`config.mk`:
```
export PLATFORM = sky130hd
export DESIGN_NAME = cursor_array_list_engine_unit
export DESIGN_NICKNAME = d
export VERILOG_FILES = /design/src/cal_pkg.sv /design/src/cal_ctrl.sv /design/src/cal_dp.sv /design/src/cursor_array_list_engine_unit.sv
export SDC_FILE = /design/constraint.sdc
export NUM_CORES = 1
export LEC_CHECK = 0
export ABC_CLOCK_PERIOD_IN_PS = 4400
export BUFFER_PORTS_ARGS = -buffer_cell sky130_fd_sc_hd__buf_2
export CORE_MARGIN = 3
export CORE_UTILIZATION = 45
export DETAILED_ROUTE_END_ITERATION = 16
export SLEW_MARGIN = 20
export SYNTH_ARGS = -nofsm -noshare
export SYNTH_HDL_FRONTEND = slang
export SYNTH_SLANG_ARGS = --single-unit
```
`constraint.sdc`:
```
create_clock -name clk -period 4.4 [get_ports clk]
set_clock_uncertainty 0.1 [all_clocks]
set_input_delay 0.22 -clock clk [delete_from_list [all_inputs] [get_ports clk]]
set_output_delay 0.22 -clock clk [all_outputs]
set_load 0.1 [all_outputs]
```
`src/cal_pkg.sv`:
```
package cal_pkg;

    localparam int DEPTH = 16;
    localparam int IDX_W = $clog2(DEPTH);
    localparam int CNT_W = $clog2(DEPTH + 1);

    localparam logic [3:0] OP_INS_BEFORE = 4'd0;
    localparam logic [3:0] OP_INS_AFTER  = 4'd1;
    localparam logic [3:0] OP_READ       = 4'd2;
    localparam logic [3:0] OP_REMOVE     = 4'd3;
    localparam logic [3:0] OP_CLEAR      = 4'd4;
    localparam logic [3:0] OP_FIRST      = 4'd5;
    localparam logic [3:0] OP_LAST       = 4'd6;
    localparam logic [3:0] OP_NEXT       = 4'd7;
    localparam logic [3:0] OP_PRIOR      = 4'd8;

    localparam logic [CNT_W-1:0] CAP_RESET = CNT_W'(DEPTH);

    typedef struct packed {
        logic [3:0]         op;
        logic signed [31:0] value;
    } cal_cmd_t;

    typedef struct packed {
        logic               ok;
        logic signed [31:0] read_value;
        logic [CNT_W-1:0]   item_count;
        logic [IDX_W-1:0]   cursor_pos;
    } cal_rsp_t;

    // Kind of work that an accepted command needs after decode
    typedef enum logic [1:0] {
        ACT_NONE   = 2'd0,
        ACT_READ   = 2'd1,
        ACT_REMOVE = 2'd2,
        ACT_INSERT = 2'd3
    } cal_act_t;

    typedef struct packed {
        logic load;
        logic eval;
        logic fetch;
        logic shift;
        logic fill;
    } cal_ctl_t;

    typedef struct packed {
        cal_act_t act;
        cal_act_t act_held;
        logic     shift_done;
    } cal_status_t;

endpackage

```
`src/cal_ctrl.sv`:
```
module cal_ctrl (
    input  logic                 clk,
    input  logic                 rst_n,
    input  logic                 start,
    input  cal_pkg::cal_status_t status,
    output cal_pkg::cal_ctl_t    ctl,
    output logic                 busy,
    output logic                 done
);
    import cal_pkg::*;

    typedef enum logic [5:0] {
        S_IDLE  = 6'b000001,
        S_EVAL  = 6'b000010,
        S_FETCH = 6'b000100,
        S_SHIFT = 6'b001000,
        S_FILL  = 6'b010000,
        S_DONE  = 6'b100000
    } state_t;

    state_t state_reg;
    state_t state_next;

    always_ff @(posedge clk or negedge rst_n)
    begin
        if (!rst_n)
        begin
            state_reg <= S_IDLE;
        end
        else
        begin
            state_reg <= state_next;
        end
    end

    always_comb
    begin
        state_next = state_reg;
        ctl        = '0;
        case (state_reg)
            S_IDLE:
            begin
                if (start)
                begin
                    ctl.load   = 1'b1;
                    state_next = S_EVAL;
                end
            end
            S_EVAL:
            begin
                ctl.eval = 1'b1;
                case (status.act)
                    ACT_READ:   state_next = S_FETCH;
                    ACT_REMOVE: state_next = S_FETCH;
                    ACT_INSERT: state_next = S_SHIFT;
                    default:    state_next = S_DONE;
                endcase
            end
            S_FETCH:
            begin
                ctl.fetch = 1'b1;
                if (status.act_held == ACT_REMOVE)
                begin
                    state_next = S_SHIFT;
                end
                else
                begin
                    state_next = S_DONE;
                end
            end
            S_SHIFT:
            begin
                ctl.shift = 1'b1;
                if (status.shift_done)
                begin
                    if (status.act_held == ACT_INSERT)
                    begin
                        state_next = S_FILL;
                    end
                    else
                    begin
                        state_next = S_DONE;
                    end
                end
            end
            S_FILL:
            begin
                ctl.fill   = 1'b1;
                state_next = S_DONE;
            end
            S_DONE:
            begin
                state_next = S_IDLE;
            end
            default:
            begin
                state_next = S_IDLE;
            end
        endcase
    end

    assign busy = (state_reg != S_IDLE);
    assign done = (state_reg == S_DONE);

endmodule

```
`src/cal_dp.sv`:
```
module cal_dp (
    input  logic                        clk,
    input  logic                        rst_n,
    input  cal_pkg::cal_cmd_t           cmd,
    input  logic                        cfg_we,
    input  logic [cal_pkg::CNT_W-1:0]   cfg_wdata,
    input  cal_pkg::cal_ctl_t           ctl,
    output cal_pkg::cal_status_t        status,
    output cal_pkg::cal_rsp_t           result
);
    import cal_pkg::*;

    logic signed [31:0] mem [DEPTH];
    logic signed [31:0] rdata_reg;

    logic [3:0]         op_reg;
    logic signed [31:0] value_reg;
    logic [CNT_W-1:0]   cap_reg;
    logic [CNT_W-1:0]   count_reg;
    logic [IDX_W-1:0]   cursor_reg;
    cal_act_t           act_reg;
    logic [CNT_W-1:0]   left_reg;
    logic               wpend_reg;
    logic [IDX_W-1:0]   src_reg;
    logic [IDX_W-1:0]   dst_reg;
    logic [IDX_W-1:0]   pos_reg;
    logic               ok_reg;
    logic signed [31:0] rd_reg;

    logic [CNT_W-1:0]   eff_cap;
    logic               empty;
    logic               full;
    logic [CNT_W-1:0]   cur_ext;
    logic [CNT_W-1:0]   cur_inc;
    logic [CNT_W-1:0]   cnt_dec;
    logic               cur_lt;

    logic               ok_c;
    cal_act_t           act_c;
    logic [CNT_W-1:0]   cnt_c;
    logic [IDX_W-1:0]   cur_c;
    logic [IDX_W-1:0]   pos_c;
    logic [CNT_W-1:0]   left_c;
    logic [IDX_W-1:0]   src_c;
    logic [IDX_W-1:0]   dst_c;

    logic               shift_up;
    logic [IDX_W-1:0]   raddr;

    always_comb
    begin
        if (cap_reg == '0)
        begin
            eff_cap = CNT_W'(1);
        end
        else if (cap_reg > CNT_W'(DEPTH))
        begin
            eff_cap = CNT_W'(DEPTH);
        end
        else
        begin
            eff_cap = cap_reg;
        end
    end

    assign empty   = (count_reg == '0);
    assign full    = (count_reg >= eff_cap);
    assign cur_ext = CNT_W'(cursor_reg);
    assign cur_inc = cur_ext + CNT_W'(1);
    assign cnt_dec = count_reg - CNT_W'(1);
    assign cur_lt  = (cur_ext < count_reg);

    // Decode the held command against the current list state
    always_comb
    begin
        ok_c   = 1'b0;
        act_c  = ACT_NONE;
        cnt_c  = count_reg;
        cur_c  = cursor_reg;
        pos_c  = cursor_reg;
        left_c = '0;
        src_c  = IDX_W'(cnt_dec);
        dst_c  = IDX_W'(count_reg);
        case (op_reg)
            OP_INS_BEFORE:
            begin
                if (!empty && !full && cur_lt)
                begin
                    ok_c   = 1'b1;
                    act_c  = ACT_INSERT;
                    cnt_c  = count_reg + CNT_W'(1);
                    left_c = count_reg - cur_ext;
                end
            end
            OP_INS_AFTER:
            begin
                if (!full)
                begin
                    ok_c  = 1'b1;
                    act_c = ACT_INSERT;
                    cnt_c = count_reg + CNT_W'(1);
                    if (empty)
                    begin
                        cur_c = '0;
                        pos_c = '0;
                    end
                    else
                    begin
                        cur_c  = IDX_W'(cur_inc);
                        pos_c  = IDX_W'(cur_inc);
                        left_c = count_reg - cur_inc;
                    end
                end
            end
            OP_READ:
            begin
                if (!empty && cur_lt)
                begin
                    ok_c  = 1'b1;
                    act_c = ACT_READ;
                end
            end
            OP_REMOVE:
            begin
                if (!empty && cur_lt)
                begin
                    ok_c   = 1'b1;
                    act_c  = ACT_REMOVE;
                    cnt_c  = cnt_dec;
                    left_c = count_reg - cur_inc;
                    src_c  = IDX_W'(cur_inc);
                    dst_c  = cursor_reg;
                    if (cnt_dec == '0)
                    begin
                        cur_c = '0;
                    end
                    else if (cur_ext >= cnt_dec)
                    begin
                        cur_c = IDX_W'(cnt_dec - CNT_W'(1));
                    end
                end
            end
            OP_CLEAR:
            begin
                ok_c  = 1'b1;
                cnt_c = '0;
                cur_c = '0;
            end
            OP_FIRST:
            begin
                if (!empty)
                begin
                    ok_c  = 1'b1;
                    cur_c = '0;
                end
            end
            OP_LAST:
            begin
                if (!empty)
                begin
                    ok_c  = 1'b1;
                    cur_c = IDX_W'(cnt_dec);
                end
            end
            OP_NEXT:
            begin
                if (!empty && cur_inc < count_reg)
                begin
                    ok_c  = 1'b1;
                    cur_c = IDX_W'(cur_inc);
                end
            end
            OP_PRIOR:
            begin
                if (!empty && cursor_reg != '0)
                begin
                    ok_c  = 1'b1;
                    cur_c = cursor_reg - IDX_W'(1);
                end
            end
            default:
            begin
                ok_c = 1'b0;
            end
        endcase
    end

    assign shift_up = (act_reg == ACT_INSERT);
    assign raddr    = ctl.shift ? src_reg : cursor_reg;

    // Storage: one registered read and one write per cycle
    always_ff @(posedge clk)
    begin
        rdata_reg <= mem[raddr];
        if (ctl.shift && wpend_reg)
        begin
            mem[dst_reg] <= rdata_reg;
        end
        else if (ctl.fill)
        begin
            mem[pos_reg] <= value_reg;
        end
    end

    // Control state
    always_ff @(posedge clk or negedge rst_n)
    begin
        if (!rst_n)
        begin
            cap_reg    <= CAP_RESET;
            count_reg  <= '0;
            cursor_reg <= '0;
            act_reg    <= ACT_NONE;
            left_reg   <= '0;
            wpend_reg  <= 1'b0;
        end
        else
        begin
            if (cfg_we)
            begin
                cap_reg <= cfg_wdata;
            end
            if (ctl.eval)
            begin
                count_reg  <= cnt_c;
                cursor_reg <= cur_c;
                act_reg    <= act_c;
                left_reg   <= left_c;
                wpend_reg  <= 1'b0;
            end
            else if (ctl.shift)
            begin
                wpend_reg <= (left_reg != '0);
                if (left_reg != '0)
                begin
                    left_reg <= left_reg - CNT_W'(1);
                end
            end
        end
    end

    // Payload and address registers
    always_ff @(posedge clk)
    begin
        if (ctl.load)
        begin
            op_reg    <= cmd.op;
            value_reg <= cmd.value;
        end
        if (ctl.eval)
        begin
            ok_reg  <= ok_c;
            rd_reg  <= '0;
            pos_reg <= pos_c;
            src_reg <= src_c;
            dst_reg <= dst_c;
        end
        if (ctl.fetch)
        begin
            rd_reg <= rdata_reg;
        end
        if (ctl.shift)
        begin
            if (left_reg != '0)
            begin
                src_reg <= shift_up ? src_reg - IDX_W'(1) : src_reg + IDX_W'(1);
            end
            if (wpend_reg)
            begin
                dst_reg <= shift_up ? dst_reg - IDX_W'(1) : dst_reg + IDX_W'(1);
            end
        end
    end

    assign status.act        = act_c;
    assign status.act_held   = act_reg;
    assign status.shift_done = (left_reg == '0) && !wpend_reg;

    assign result.ok         = ok_reg;
    assign result.read_value = rd_reg;
    assign result.item_count = count_reg;
    assign result.cursor_pos = (count_reg == '0) ? '0 : cursor_reg;

endmodule

```
`src/cursor_array_list_engine_unit.sv`:
```
// Cursor list engine: an ordered list of signed 32-bit words in a 16-entry
// store, with an item count and a cursor.
//
// Command channel: drive cmd (op, value) and raise start; the transfer
// happens at the clock edge where start is high and busy is low. busy stays
// high until the result has been shown.
// Result channel: done is high for exactly one cycle with result (ok,
// read_value, item_count, cursor_pos) valid in that cycle. The receiver
// cannot stall, so it must take the transfer in that cycle.
// Config: cfg_we with cfg_wdata writes the capacity register; write it
// only while busy is low.
//
// After accept, cursor moves, clear and refusals go from decode to done;
// a read adds a fetch; a remove fetches, then shifts n entries, and an
// insert shifts n entries, then fills, where n (at most 15) is the number
// of entries that shift, possibly none. Shifting moves one entry per cycle
// through the one read and one write port of the store. busy drops the
// cycle after done.
// Reset clears count, cursor and the control state and sets capacity to
// 16; no clearing pass runs, the store needs none.
module cursor_array_list_engine_unit (
    input  logic                        clk,
    input  logic                        rst_n,
    input  logic                        start,
    input  cal_pkg::cal_cmd_t           cmd,
    output logic                        busy,
    output logic                        done,
    output cal_pkg::cal_rsp_t           result,
    input  logic                        cfg_we,
    input  logic [cal_pkg::CNT_W-1:0]   cfg_wdata
);
    import cal_pkg::*;

    cal_ctl_t    ctl;
    cal_status_t status;

    // Sequencer: accept, decode, fetch, shift, fill, report
    cal_ctrl u_ctrl (
        .clk    (clk),
        .rst_n  (rst_n),
        .start  (start),
        .status (status),
        .ctl    (ctl),
        .busy   (busy),
        .done   (done)
    );

    // List store, count, cursor, capacity and result registers
    cal_dp u_dp (
        .clk       (clk),
        .rst_n     (rst_n),
        .cmd       (cmd),
        .cfg_we    (cfg_we),
        .cfg_wdata (cfg_wdata),
        .ctl       (ctl),
        .status    (status),
        .result    (result)
    );

endmodule

```
# [Word-level counts from Yosys, hierarchy flattened]
# Memories as Yosys holds them, arrays and structs flattened. A register that Yosys moved wholly into a read port is not among the register bits.
# Cells that the tools add are included.
[word_totals] register_bits=109 mem_bits_rw=512 output_inout_bits=44 word_cells=167 memories=1
[memory_table] name="u_dp.mem" depth=16 word_bits=32 read_ports=1 rd_clocked_by_memory_dff=1 wr=1 line="cal_dp.sv:13" text="logic signed [31:0] mem [DEPTH];"
[op_classes] n_addsub=12 magnitude_cmp=5 n_eq_ne=30 mux=75 n_reduce_logical=30
[ops] operator="$mux W4" count=25
[ops] operator="$mux W32" count=3
[ops] operator="$mux W5" count=12
[ops] operator="$reduce_or A32 Y1" count=1
[ops] operator="$pmux W6 S5" count=1
[ops] operator="$pmux W4 S7" count=1
[ops] operator="$mux W6" count=4
[ops] operator="$mux W1" count=21
[ops] operator="$logic_not A5 Y1" count=4
[ops] operator="$pmux W5 S4" count=1
[ops] operator="$eq A4 B3 Y1 const B" count=4
[ops] operator="$sub A4 B1 Y4 const B" count=4
[ops] operator="$pmux W5 S3" count=1
[ops] operator="$pmux W6 S2" count=1
[ops] operator="$ne A2 B2 Y1 const B" count=5
[ops] operator="$sub A5 B1 Y5 const B" count=2
[ops] operator="$add A4 B1 Y4 const B" count=2
[ops] operator="$eq A2 B2 Y1 const B" count=4
[ops] operator="$eq A4 B2 Y1 const B" count=2
[ops] operator="$ne A2 B1 Y1 const B" count=4
[ops] operator="$pmux W2 S4" count=1
[ops] operator="$reduce_and A8 Y1" count=1
[ops] operator="$reduce_bool A4 Y1" count=2
[ops] operator="$logic_and A1 B1 Y1" count=7
[ops] operator="other kinds (30)" count=39

# [Depth between registers and ports, before layout]
[depth] word_depth=13 depth_mapped=14

# [Modules after synthesis]
# Synthesis repeated with hierarchy kept, for this count alone.
[unflattened] hier_cells=1496 hier_area_um2=26809.5
[modules_own_cells] module="cal_dp" n_inst=1 cells_each=1449 area_per_inst_um2=26396.6 seq_area_each_um2=18919.4
[modules_own_cells] module="cal_ctrl" n_inst=1 cells_each=47 area_per_inst_um2=412.9 seq_area_each_um2=151.4

# [Least setup slack after synthesis]
# Ideal clock, no wire load.
[synth_timing] kind="reg2reg" start="register u_ctrl.state_reg[2]" end="register u_dp.op_reg[0], enable pin" setup_time_ns=0.429 arrival_ns=3.588 required_time_ns=3.871 setup_slack_ns=0.283 stages_incl_launch_ff=4 synth_period_minus_slack_ns=4.117 cell_sequence="dfrtp_1 nor2_1 nand4b_1 nor2_1"
[synth_lines] element="start, declared" line="cal_ctrl.sv:21" text="state_t state_reg;"
[synth_lines] element="start signal, assigned" line="cal_ctrl.sv:32" text="state_reg <= state_next;"
[synth_lines] element="end signal, assigned" line="cal_dp.sv:247" text="op_reg <= cmd.op;"
[synth_lines] element="end, declared" line="cal_dp.sv:16" text="logic [3:0] op_reg;"

# [Worst setup path after layout]
[layout_timing] start="register u_ctrl.state_reg[1]" end="memory u_dp.mem[5][15], enable pin"
[layout_between] elab_chain_len=7
[layout_rtl] element="$eq A6 B5 Y1 or $eq A6 B4 Y1 (tied branches)" line="cal_ctrl.sv:40" text="case (state_reg)"
[layout_rtl] element="$mux W1" line="cal_ctrl.sv:40"
[layout_rtl] element="$mux W1 or $logic_and A1 B1 Y1 (tied branches)" line="cal_dp.sv:199, cal_dp.sv:195"
[layout_rtl] element="$mux W1" line="cal_dp.sv:195" text="if (ctl.shift && wpend_reg)"
[layout_rtl] element="$mux W1 (implied by the code)" line="cal_dp.sv:201" text="mem[pos_reg] <= value_reg;"
[layout_rtl] element="$reduce_or A32 Y1 (no line)"
[layout_rtl] element="$mux W4 (no line) or $mux W1 (tied branches)"
[layout_rtl] element="end, declared" line="cal_dp.sv:13"
# Several ways; a longest one is shown, not always the timed one.

==> results.sh <==
export IMPL_largest_reg_flops=512
export IMPL_hold_worst_slack_ps=112
export IMPL_cp_common_cell="buf_4"
export IMPL_die_x_um=252
export IMPL_avgRoutedWirePerCell_um=24.5
export IMPL_dp_slack_ps=778
export IMPL_row_count=89
export IMPL_clk_pin_slew_ps=60
export IMPL_layout_setup_ws_ps=744
export IMPL_viasPerCell=5.87
export IMPL_cts_sinks=653
export IMPL_rsz0062_at_grt="no"
export IMPL_seq_area_frac_synth_pct=70.0
export IMPL_netSwitchingPower_mw=7.21
export IMPL_cts_root_buffer="clkbuf_16"
export IMPL_antenna_found_initial=0
export IMPL_yosys_area_share_simple_pct=8.07
export IMPL_yosys_most_used_dff="edfxtp_1"
export IMPL_period_needed_ps=3660
export IMPL_gp_congestion=0.869
export IMPL_fin_setup_tns_ps=0
export IMPL_critPathKind="register to register"
export IMPL_die_area_um2=63600
export IMPL_post_cts_buffers=0
export IMPL_regToRegSetupSlack_ps=740
export IMPL_start_util_pct=45.8
export IMPL_layout_common_cells="edfxtp_1, nand3_1, mux2i_1"
export IMPL_crit_family="simple AND/OR/NAND/NOR gates"
export IMPL_grt_overflow_total=0
export IMPL_synth_edf_count=585
export IMPL_path_cells="or4_1 -> nor2_2 -> buf_4 -> nand2_1 -> nor2_1 -> a21oi_1 -> nor2_4 -> buf_4"
export IMPL_cp_data_required_time_ps=4610
export IMPL_seq_power_share_pct=40.2
export IMPL_cts_path_max_buffers=3
export IMPL_placedCellCount=2740
export IMPL_swShare_pct=34.6
export IMPL_hp_class="primary input to async pin"
export IMPL_cap_violations=0
export IMPL_synth_warnings=0
export IMPL_grt_max_degree=97
export IMPL_path_buf_inv=2
export IMPL_drive_gt1_share_pct=16.2
export IMPL_dr_pass1_iters=5
export IMPL_cp_max_fo=20
export IMPL_critPathCaptureType="register"
export IMPL_insertion_delay_ps=610
export IMPL_synth_top_family_by_area="compound AO/OA/AOI/OAI gates"
export IMPL_crit_cells=8
export IMPL_critPathLaunch="u_ctrl.state_reg[1]$_DFFE_PN0P_"
export IMPL_cp_slowest_cell="or4_1"
export IMPL_ioPinCount=89
export IMPL_use_met2_pct=34.9
export IMPL_syn2layout_area_growth_pct=17.6
export IMPL_htree_num_levels=3
export IMPL_max_stage_delay_ps=740
export IMPL_pwr_share_clk_pct=29.1
export IMPL_top_register="u_dp.mem"
export IMPL_seqCellArea_um2=19100
export IMPL_portBuffers=88
export IMPL_cts_made_buffers=71
export IMPL_postSynthCellCount=1927
export IMPL_maxSlewViolCount=0
export IMPL_max_slew_worst_pin_slew_ps=1070
export IMPL_use_met3_pct=4.01
export IMPL_die_h_um=252
export IMPL_yosys_register_bits=653
export IMPL_drt_antenna_violating_nets=0
export IMPL_synth_xor_area_share_pct=0.546
export IMPL_hold_violations=0
export IMPL_synth_async_reset_ratio_pct=4.29
export IMPL_syn_area_per_cell_um2=14.1
export IMPL_routed_wl_um=71500
export IMPL_clock_fmax_mhz=274
export IMPL_syn_num_nets=2008
export IMPL_nets=2170
export IMPL_top_usage_layer="met2"
export IMPL_dpl_hpwl_um=42300
export IMPL_num_vias=17200
export IMPL_combPwrFrac_pct=30.8
export IMPL_synth_cell_types=75
export IMPL_core_area_um2=59500
export IMPL_synth_compound_gate_area_share_pct=10.3
export IMPL_multi_input_area_um2=7860
export IMPL_irDropWorstVdd_uv=351
export IMPL_drc=0
export IMPL_p_leak_nw=11.5
export IMPL_synthAdderAreaFrac_pct=1.76
export IMPL_grt_pass1_wl_um=108000
export IMPL_relSlewSlack_pct=28.9
export IMPL_final_period_utilization_pct=83.1
export IMPL_synthMuxAreaShare_pct=7.13
export IMPL_power_density_nw_per_um2=649
export IMPL_cts_tree="built"
export IMPL_rr_worst_depth=8
export IMPL_cp_endpoint="u_dp.mem[5][15]$_DFFE_PP_"
export IMPL_outcome="complete, no violations"
export IMPL_worst_ep_arrival_time_ps=3870
export IMPL_setup_viol=0
export IMPL_instances_no_fill=2921
export IMPL_startpoint_type="register"
export IMPL_n_fill_cell=4870
export IMPL_drt_iter0_drc=1549
export IMPL_synth_area_um2=27300
export IMPL_layout_commonest_cell="edfxtp_1"
export IMPL_grt_usage_pct=22.5
export IMPL_grtUsageMet1_pct=32.7
export IMPL_r2r_start="u_ctrl.state_reg[1]$_DFFE_PN0P_"
export IMPL_final_core_util_pct=53.9
export IMPL_grt_pass1_vias=17000
export IMPL_reg2reg_to="u_dp.mem[5][15]$_DFFE_PP_"
export IMPL_p_int_mw=13.6
[power by group through the flow]
stage                     clock network, mW  registers [mW]  logic, mW
after floorplan                           0            8.70       4.02
after global placement                    0            8.48       6.25
after detailed placement                  0            8.49       6.35
after CTS                              6.15            8.36       6.42
after global routing                   6.40            8.41       6.96
final                                  6.05            8.37       6.41
[per-layer routing]
layer	vias to the layer above	part of all wire [%]
li1	7748	-
met1	8669	45
met2	649	46
met3	88	6.9
met4	0	2.0
met5	-	0
[synthesized netlist by cell type, drive strengths merged, types with 4 or more instances]
cell type,number,area [µm²]
o22ai,5,31.3
a22o,4,35.0
a21o,9,67.6
inv,27,101
a2111oi,33,289
o21ai,128,641
nand2b,7,43.8
nor3b,5,37.5
and2,36,225
dfxtp,40,801
or2,5,31.3
mux2i,139,1390
o22a,66,578
nor3,17,96.4
clkbuf,96,362
edfxtp,585,17600
buf,23,138
a31oi,16,100
fa,4,80.1
xor2,6,52.6
nand3,152,761
xnor2,11,96.3
ha,32,400
dfrtp,26,651
and3,4,25.0
nor2,68,265
o21a,6,45.0
nand2,133,499
nor2b,10,62.6
a21oi,132,664
a22oi,4,30.0
mux2,39,552
[repair_timing]
| item | CTS | global route |
|---|---|---|
| hold buffers | 49 | 0 |
| gates resized for setup | 0 | 0 |
| endpoints found under the hold margin | 71 | 0 |
| endpoints found under the setup margin | 0 | 0 |
[worst register-to-register path: stages, from the launching register on]
cell and delay [ps]:
dfrtp_1 430, or4_1 740, nor2_2 210, buf_4 230, nand2_1 170, nor2_1 180
a21oi_1 270, nor2_4 710, buf_4 310
[area by class of cell]
class                      count  share of cell area [%]
sequential                   653                    59.5
multi-input combinational   1125                    24.5
clock buffer                  94                    6.06
timing repair buffer         208                    5.19
tap                          773                    3.02
clock inverter                37                    1.38
inverter                      30                   0.351
antenna                        1                 0.00780
[worst min path at each step]
stage,to,slack (ps),cells after the start
floorplan,u_ctrl.state_reg[1]$_DFFE_PN0P_,-180,0
detailed placement,u_dp.count_reg[1]$_DFFE_PN0P_,210,1
global placement,u_dp.count_reg[1]$_DFFE_PN0P_,200,1
finish,u_dp.left_reg[3]$_DFFE_PN0P_,110,2
global route,u_dp.left_reg[3]$_DFFE_PN0P_,160,2
CTS,u_dp.left_reg[3]$_DFFE_PN0P_,100,2
[through the flow]
stage | power [mW] | cell area (µm²)
after global placement | 14.7 | 29200
after floorplan | 12.7 | 27300
after global routing | 21.8 | 32100
after CTS | 20.9 | 32100
final | 20.8 | 32100
after detailed placement | 14.8 | 29200
[cell families (layout without fill, tap and decap cells)]
kind of cell             after synthesis  count (layout)
XOR/XNOR                              17              17
flip-flops                           653             653
adder cells (fa/ha/maj)               36              36
AND/OR/NAND/NOR                      454             454
other                                  0               1
buffers and inverters                149             369
AO/OA/AOI/OAI                        440             440
multiplexers                         178             178
Note: power is estimated with default switching activity, not from simulation.
